### config.mk
export PLATFORM = sky130hd
export DESIGN_NAME = fixed_point_radix_to_ascii
export DESIGN_NICKNAME = d
export VERILOG_FILES = /design/src/hw/rtl/fpr2a_pkg.sv /design/src/hw/rtl/fpr2a_front.sv /design/src/hw/rtl/fpr2a_back.sv /design/src/hw/rtl/fixed_point_radix_to_ascii.sv
export SDC_FILE = /design/constraint.sdc
export NUM_CORES = 2
export LEC_CHECK = 0
export ABC_AREA = 1
export BUFFER_PORTS_ARGS = -buffer_cell sky130_fd_sc_hd__clkbuf_2
export CORE_MARGIN = 5
export CORE_UTILIZATION = 50
export CTS_CLUSTER_SIZE = 28
export DETAILED_ROUTE_END_ITERATION = 6
export PLACE_DENSITY = 0.67
export SLEW_MARGIN = 20
export SYNTH_ARGS = -nofsm -noshare
export SYNTH_HDL_FRONTEND = slang
export SYNTH_SLANG_ARGS = --single-unit
### constraint.sdc
create_clock -name clk -period 12 [get_ports clk]
set_input_delay 2.4 -clock clk [delete_from_list [all_inputs] [get_ports clk]]
set_output_delay 2.4 -clock clk [all_outputs]
set_load 0.005 [all_outputs]
### src/hw/rtl/fpr2a_pkg.sv
// Package for the fixed-point radix-to-ASCII converter.
// Types and constants shared by the front end, queue and back end. No dependencies.
package fpr2a_pkg;
  localparam int INT_W  = 32;
  localparam int FRAC_W = 32;
  localparam int MAX_PREC = 30;
  localparam int QDEPTH = 2;

  localparam logic [0:0] REG_BASE = 1'b0;
  localparam logic [0:0] REG_PREC = 1'b1;

  typedef struct packed {
    logic              neg;
    logic [INT_W-1:0]  ipart;
    logic [FRAC_W-1:0] frac;
    logic [5:0]        base;
    logic [4:0]        prec;
  } job_t;

  typedef enum logic [2:0] {
    S_IDLE, S_FRAC, S_ROUND, S_IDIV, S_EMIT
  } be_state_t;

  function automatic logic [7:0] digit_char(input logic [5:0] d);
    logic [5:0] m;
    m = (d > 6'd35) ? d - 6'd36 : d;
    if (m < 6'd10) digit_char = 8'd48 + {2'b00, m};
    else digit_char = 8'd55 + {2'b00, m};
  endfunction
endpackage

### src/hw/rtl/fpr2a_front.sv
// Front end: accepts a request, clamps base and precision, and pushes a job into the queue.
// Depends on fpr2a_pkg.
module fpr2a_front (
  input  logic                      clk,
  input  logic                      rst_n,
  input  logic                      cfg_we,
  input  logic [0:0]                cfg_index,
  input  logic [5:0]                cfg_data,
  input  logic                      in_valid,
  output logic                      in_stall,
  input  logic                      in_negative,
  input  logic [31:0]               in_int_magnitude,
  input  logic [31:0]               in_fraction,
  output logic                      q_valid,
  input  logic                      q_pop,
  output fpr2a_pkg::job_t           q_job
);
  import fpr2a_pkg::*;

  logic [5:0] base_r;
  logic [4:0] prec_r;
  job_t       mem_r [QDEPTH];
  logic       wp_r, rp_r;
  logic [1:0] cnt_r;
  logic       push;
  logic [5:0] b_cl;
  logic [4:0] p_cl;

  always_ff @(posedge clk) begin
    if (!rst_n) begin
      base_r <= 6'd10;
      prec_r <= 5'd2;
    end else if (cfg_we) begin
      if (cfg_index == REG_BASE) base_r <= cfg_data;
      else prec_r <= cfg_data[4:0];
    end
  end

  assign b_cl = (base_r < 6'd2) ? 6'd2 : ((base_r > 6'd36) ? 6'd36 : base_r);
  assign p_cl = (prec_r > 5'(MAX_PREC)) ? 5'(MAX_PREC) : prec_r;
  assign in_stall = (cnt_r == 2'(QDEPTH));
  assign push = in_valid && !in_stall;
  assign q_valid = (cnt_r != 2'd0);
  assign q_job = mem_r[rp_r];

  always_ff @(posedge clk) begin
    if (push) mem_r[wp_r] <= '{neg: in_negative, ipart: in_int_magnitude,
                               frac: in_fraction, base: b_cl, prec: p_cl};
  end

  always_ff @(posedge clk) begin
    if (!rst_n) begin
      wp_r <= 1'b0;
      rp_r <= 1'b0;
      cnt_r <= 2'd0;
    end else begin
      if (push) wp_r <= ~wp_r;
      if (q_pop) rp_r <= ~rp_r;
      cnt_r <= cnt_r + 2'(push) - 2'(q_pop);
    end
  end
endmodule

### src/hw/rtl/fpr2a_back.sv
// Back end: fraction digits by multiply, rounding, integer digits by serial division, emit.
// Depends on fpr2a_pkg.
module fpr2a_back (
  input  logic             clk,
  input  logic             rst_n,
  input  logic             q_valid,
  output logic             q_pop,
  input  fpr2a_pkg::job_t  q_job,
  output logic             out_valid,
  input  logic             out_stall,
  output logic [7:0]       out_character,
  output logic             out_last
);
  import fpr2a_pkg::*;

  be_state_t   st_r, st_nxt;
  job_t        job_r;
  logic [FRAC_W-1:0] f_r;
  logic [5:0]  fd_r [MAX_PREC];
  logic [5:0]  idig_r [INT_W];
  logic [4:0]  fi_r;      // fraction digit index
  logic [5:0]  k_r;       // integer digit count
  logic [INT_W-1:0] wv_r; // value being divided
  logic [INT_W-1:0] quo_r;
  logic [6:0]  rem_r;
  logic [5:0]  bit_r;
  logic [6:0]  pos_r;     // emit position
  logic [6:0]  cnt_r;     // emitted chars
  logic        carry_r;
  logic        rnd_r;

  logic [FRAC_W+5:0] prod;
  logic [6:0]  rem_sh;
  logic        ge;
  logic [6:0]  total;
  logic [7:0]  ch;
  logic        emit_fire;
  logic        lastc;
  logic [6:0]  o_neg, o_int, o_pt;

  assign prod = f_r * job_r.base;
  assign rem_sh = {rem_r[5:0], wv_r[INT_W-1]};
  assign ge = rem_sh >= {1'b0, job_r.base};

  // layout: [neg][k int digits][. + prec frac digits]
  assign o_neg = 7'(job_r.neg);
  assign o_int = o_neg + {1'b0, k_r};
  assign o_pt  = o_int;
  assign total = o_int + ((job_r.prec != 5'd0) ? 7'(job_r.prec) + 7'd1 : 7'd0);

  always_comb begin
    if (job_r.neg && pos_r == 7'd0) ch = 8'd45;
    else if (pos_r < o_int) ch = digit_char(idig_r[5'(o_int - 7'd1 - pos_r)]);
    else if (pos_r == o_pt) ch = 8'd46;
    else ch = digit_char(fd_r[5'(pos_r - o_pt - 7'd1)]);
  end
  assign lastc = (pos_r == total - 7'd1) || (cnt_r == 7'd63);
  assign out_valid = (st_r == S_EMIT);
  assign out_character = ch;
  assign out_last = lastc;
  assign emit_fire = out_valid && !out_stall;
  assign q_pop = (st_r == S_IDLE) && q_valid;

  always_comb begin
    st_nxt = st_r;
    unique case (st_r)
      S_IDLE:  if (q_valid) st_nxt = S_FRAC;
      S_FRAC:  if (fi_r == job_r.prec) st_nxt = S_ROUND;
      S_ROUND: if (!rnd_r || !carry_r || fi_r == 5'd0) st_nxt = S_IDIV;
      S_IDIV:  if (bit_r == 6'(INT_W) && (quo_r == '0 || k_r == 6'd63)) st_nxt = S_EMIT;
      S_EMIT:  if (emit_fire && lastc) st_nxt = S_IDLE;
      default: st_nxt = S_IDLE;
    endcase
  end

  always_ff @(posedge clk) begin
    if (!rst_n) st_r <= S_IDLE;
    else st_r <= st_nxt;
  end

  always_ff @(posedge clk) begin
    case (st_r)
      S_IDLE: begin
        job_r <= q_job;
        f_r <= q_job.frac;
        fi_r <= 5'd0;
        k_r <= 6'd0;
      end
      S_FRAC: begin
        if (fi_r != job_r.prec) begin
          fd_r[fi_r] <= prod[FRAC_W+5:FRAC_W];
          f_r <= prod[FRAC_W-1:0];
          fi_r <= fi_r + 5'd1;
        end else begin
          rnd_r <= (job_r.prec != 5'd0) && f_r[FRAC_W-1];
          carry_r <= 1'b1;
        end
      end
      S_ROUND: begin
        // ripple one digit per cycle from the last fraction digit
        if (rnd_r && carry_r && fi_r != 5'd0) begin
          if (fd_r[fi_r-5'd1] + 6'd1 < job_r.base) begin
            fd_r[fi_r-5'd1] <= fd_r[fi_r-5'd1] + 6'd1;
            carry_r <= 1'b0;
          end else fd_r[fi_r-5'd1] <= 6'd0;
          fi_r <= fi_r - 5'd1;
        end else begin
          if (rnd_r && carry_r) begin
            if (job_r.ipart != '1) job_r.ipart <= job_r.ipart + 1'b1;
            else for (int i = 0; i < MAX_PREC; i++) fd_r[i] <= job_r.base - 6'd1;
          end
          wv_r <= (rnd_r && carry_r && job_r.ipart != '1) ? job_r.ipart + 1'b1
                                                          : job_r.ipart;
          rem_r <= 7'd0;
          bit_r <= 6'd0;
          quo_r <= '0;
        end
      end
      S_IDIV: begin
        if (bit_r != 6'(INT_W)) begin
          rem_r <= ge ? rem_sh - {1'b0, job_r.base} : rem_sh;
          quo_r <= {quo_r[INT_W-2:0], ge};
          wv_r <= {wv_r[INT_W-2:0], 1'b0};
          bit_r <= bit_r + 6'd1;
        end else begin
          idig_r[k_r[4:0]] <= rem_r[5:0];
          k_r <= k_r + 6'd1;
          wv_r <= quo_r;
          quo_r <= '0;
          rem_r <= 7'd0;
          bit_r <= 6'd0;
          pos_r <= 7'd0;
          cnt_r <= 7'd0;
        end
      end
      S_EMIT: begin
        if (emit_fire) begin
          pos_r <= pos_r + 7'd1;
          cnt_r <= cnt_r + 7'd1;
        end
      end
      default: ;
    endcase
  end
endmodule

### src/hw/rtl/fixed_point_radix_to_ascii.sv
// Order: the back end pops a job, computes the fraction digits, ripples any rounding carry back
// through them and divides out the integer digits bit-serially before the first character;
// then one character per cycle while out_stall is low. The bit-serial divider sets the rate.
// Each number is fully emitted before the next is taken; a 2-entry queue decouples.
// Reset (rst_n low, synchronous) sets base 10, precision 2 and empties queue and back end.
// Top level: front end with queue, and back end. Depends on fpr2a_pkg, fpr2a_front, fpr2a_back.
module fixed_point_radix_to_ascii (
  input  logic        clk,
  input  logic        rst_n,
  input  logic        cfg_we,
  input  logic [0:0]  cfg_index,
  input  logic [5:0]  cfg_data,
  input  logic        in_valid,
  output logic        in_stall,
  input  logic        in_negative,
  input  logic [31:0] in_int_magnitude,
  input  logic [31:0] in_fraction,
  output logic        out_valid,
  input  logic        out_stall,
  output logic [7:0]  out_character,
  output logic        out_last
);
  import fpr2a_pkg::*;

  logic q_valid, q_pop;
  job_t q_job;

  fpr2a_front u_front (.clk, .rst_n, .cfg_we, .cfg_index, .cfg_data, .in_valid, .in_stall,
    .in_negative, .in_int_magnitude, .in_fraction, .q_valid, .q_pop, .q_job);
  fpr2a_back u_back (.clk, .rst_n, .q_valid, .q_pop, .q_job, .out_valid, .out_stall,
    .out_character, .out_last);

`ifndef ASSERT_OFF
  a_pop_valid: assert property (@(posedge clk) disable iff (!rst_n) q_pop |-> q_valid)
    else $error("pop from empty queue");
  a_out_stable: assert property (@(posedge clk) disable iff (!rst_n)
    out_valid && out_stall |=> out_valid && $stable(out_character))
    else $error("result changed while stalled");
`endif
endmodule

==> metrics.cfg <==
[cts]
clkTransAtPathRegs_ps = 60
cts_tree = done
clockRootBuffer = clkbuf_16
clk_latency_ps = 650
cts_max_path_buffers = 3
cts.repair.resized = 0
cts_hold_buf = 0
htreeDepth = 3
clkSinkCount = 734
post_cts_buffers = 0
numCtsBuffers = 80

[floorplanning]
io_pins = 88
fp.coreArea_um2 = 82110
die_w_um = 297.6
start_util_pct = 50.37
die_h_um = 297.6
fp-row-count = 105
die_area_um2 = 88570

[global_route]
grt_pass1_vias = 29440
antenna_found_initial = 2
grt_max_degree = 88
grt_pass1_wl_mm = 161.4
track_usage_pct = 22.56
grt_remaining_overflow = 0

[place]
dp_hpwl_mm = 66.74
port_buffers = 86
routabilityCongestion = 0.9007

[drt]
routed_wl_mm = 101.8
viasPerCell = 5.559
dr_total_vias = 30670
detail-route-antenna-nets = 0
drt_iter0_markers = 3283
wire_per_inst_um = 18.45
post-route-drc-count = 4
drtPass1Iterations = 7

[synthesis]
synth.yosys.seq_area_share_pct = 52.83
yosys-top-cells-count = nand2_1 (1001), edfxtp_1 (715), inv_1 (580)
synth_area_leader_cell = edfxtp_1
ys_types = 70
syn_inst = 4366
syn_area_um2 = 41360
ys_ff_latch = 734
ys_warn_count = 0
yosys-top-cells-area = edfxtp_1 (52%), nand2_1 (9.1%), fa_1 (6.0%), inv_1 (5.3%), o21ai_0 (3.9%)
syn_avg_cell_area_um2 = 9.473
synth-main-ff-cell = edfxtp_1
synth_nets = 4674
synth_top_area_share_pct = 51.92
yosysMostFrequentCell = nand2_1
async_reset_ff_share_pct = 0
synth_edf_count = 715

[setup_path]
r2r-start = u_back.fi_r[0]
arrival_ps = 6080
path_class = flip-flop to primary output
cp-end-kind = primary output
rr_endpoint = u_back.fd_r[0][3]
required_ps = 9600
worstPathMaxFanout = 58
r2r_slack_ps = 5390
r2r_cells = 19
worst_setup_path_start_kind = flip-flop

[timing]
setup_violations = 0
hold_violations = 0
drv_slew = 0
worst_pin_slew_ps = 1098
fin_crit_ps = 8478
rsz0062_at_grt = false
clock_skew_ps = 28.73
fmax_ghz = 0.1180
finalCritPeriodShare_pct = 70.65
fin_setup_tns_ps = 0
timing.slew.headroom_pct = 26.56

[outcome]
status = finished with violations
violations = design-rule violations

[job]
drv_cap = 0

[finish]
final_layout_size_suffix_gt1_share_pct = 8.298
antenna_cells = 0
fillCellCount = 7134
synthToLayoutAreaGrowth_pct = 9.723
nNetsFinal = 4690

[worst_hold_path]
hold_class = flip-flop to flip-flop
hold_depth = 1
min_from = u_front.rp_r

## layout by cell type, fill, tap and decap left out, drive strengths merged, types with 3 or more instances in the layout
cell type and instances:
edfxtp 715, a21boi 4, a211oi 7, clkinv 32, fa 124, nand3 183
nand3b 3, or2 20, a22oi 42, nor4 22, nand2 1024, a31oi 53
xnor2 27, a21oi 205, dfxtp 19, nor3 28, o22ai 35, nor3b 3
a221oi 4, buf 49, o21ai 366, o31ai 4, inv 601, o311ai 7
ha 107, nand4 20, o211ai 44, o21a 4, bufinv 13, clkbuf 181
xor2 60, nor2 397, o221ai 23
## how the worst max path moves through the flow
stage / slack, ps / cells past startpoint / from / to
after floorplan: 5350 / 26 / u_back.k_r[0] / out_character[4]
after global placement: 4280 / 26 / u_back.k_r[0] / out_character[5]
after detailed placement: 4200 / 26 / u_back.k_r[0] / out_character[5]
after CTS: 3510 / 27 / u_back.k_r[0] / out_character[5]
after global routing: 3020 / 24 / u_back.k_r[0] / out_character[5]
final: 3520 / 27 / u_back.k_r[0] / out_character[5]
## per-stage QoR
step	util [%]	worst slack [ps]	hold slack, ps	instances	instance area, um^2
global route	55.27	3022	468.6	5517	45380
finish	55.27	3522	455.7	5517	45380
CTS	55.24	3514	451.8	5516	45360
detailed placement	51.86	4203	445.9	5369	42580
floorplan	-	5347	421.7	4366	41360
global placement	51.86	4277	430.6	5369	42580
## kinds of logic after synthesis
family	after synthesis	share of synthesized area [%]
AO/OA/AOI/OAI	811	11.20
AND/OR/NAND/NOR	1705	16.95
flip-flops	734	52.83
other	1	0.009067
XOR/XNOR	87	1.960
adder cells (fa/ha/maj)	231	9.239
buffers and inverters	797	7.808
## worst max-delay path: stages (launching register included)
cell,delay [ps]
edfxtp_1,490
ha_1,270
ha_1,300
ha_1,330
ha_2,330
buf_4,530
inv_1,80
buf_4,310
a21oi_1,180
a22oi_1,100
o211ai_1,190
nand3_1,210
nand2_1,240
inv_1,70
ha_1,190
nand2_1,60
inv_1,40
nand3_2,100
nand3_2,100
o21ai_1,300
ha_1,300
nand2_2,170
o21ai_0,180
inv_1,50
nand2_1,50
nand2_1,50
nand2_1,60
clkbuf_2,110
## layer usage
layer / global-route usage (%) / wire length (um) / vias to the layer above
li1: - / - / 14690
met1: 32.35 / 44410 / 14550
met2: 36.04 / 46590 / 1238
met3: 4.262 / 8386 / 186
met4: 5.294 / 2371 / 4
met5: 0 / 34 / -
## flip-flops by register name, indices dropped and copies added (netlist names), named ones only
register        cells
u_back.bit_r        6
u_back.carry_r      1
u_back.cnt_r        7
u_back.f_r         32
u_back.fd_r       192
u_back.fi_r         5
u_back.idig_r     192
u_back.job_r       44
u_back.k_r          6
u_back.pos_r        7
u_back.quo_r       32
u_back.rem_r        6
u_back.rnd_r        1
u_back.st_r         3
u_back.wv_r        32
u_front.base_r      6
u_front.cnt_r       2
u_front.mem_r     152
u_front.prec_r      5
u_front.rp_r        1
u_front.wp_r        1
## area by class of cell
type	count	area, um^2	area share [%]
clock buffer	95	2078	4.580
sequential	734	21850	48.16
tap	1070	1339	2.950
clock inverter	52	693.2	1.528
timing repair buffer	135	805.8	1.776
multi-input combinational	2835	16370	36.08
inverter	596	2240	4.935
Power is left out: the tool's default activity adds up to more than one toggle a clock period on the data nets, which glitch-free logic cannot reach.
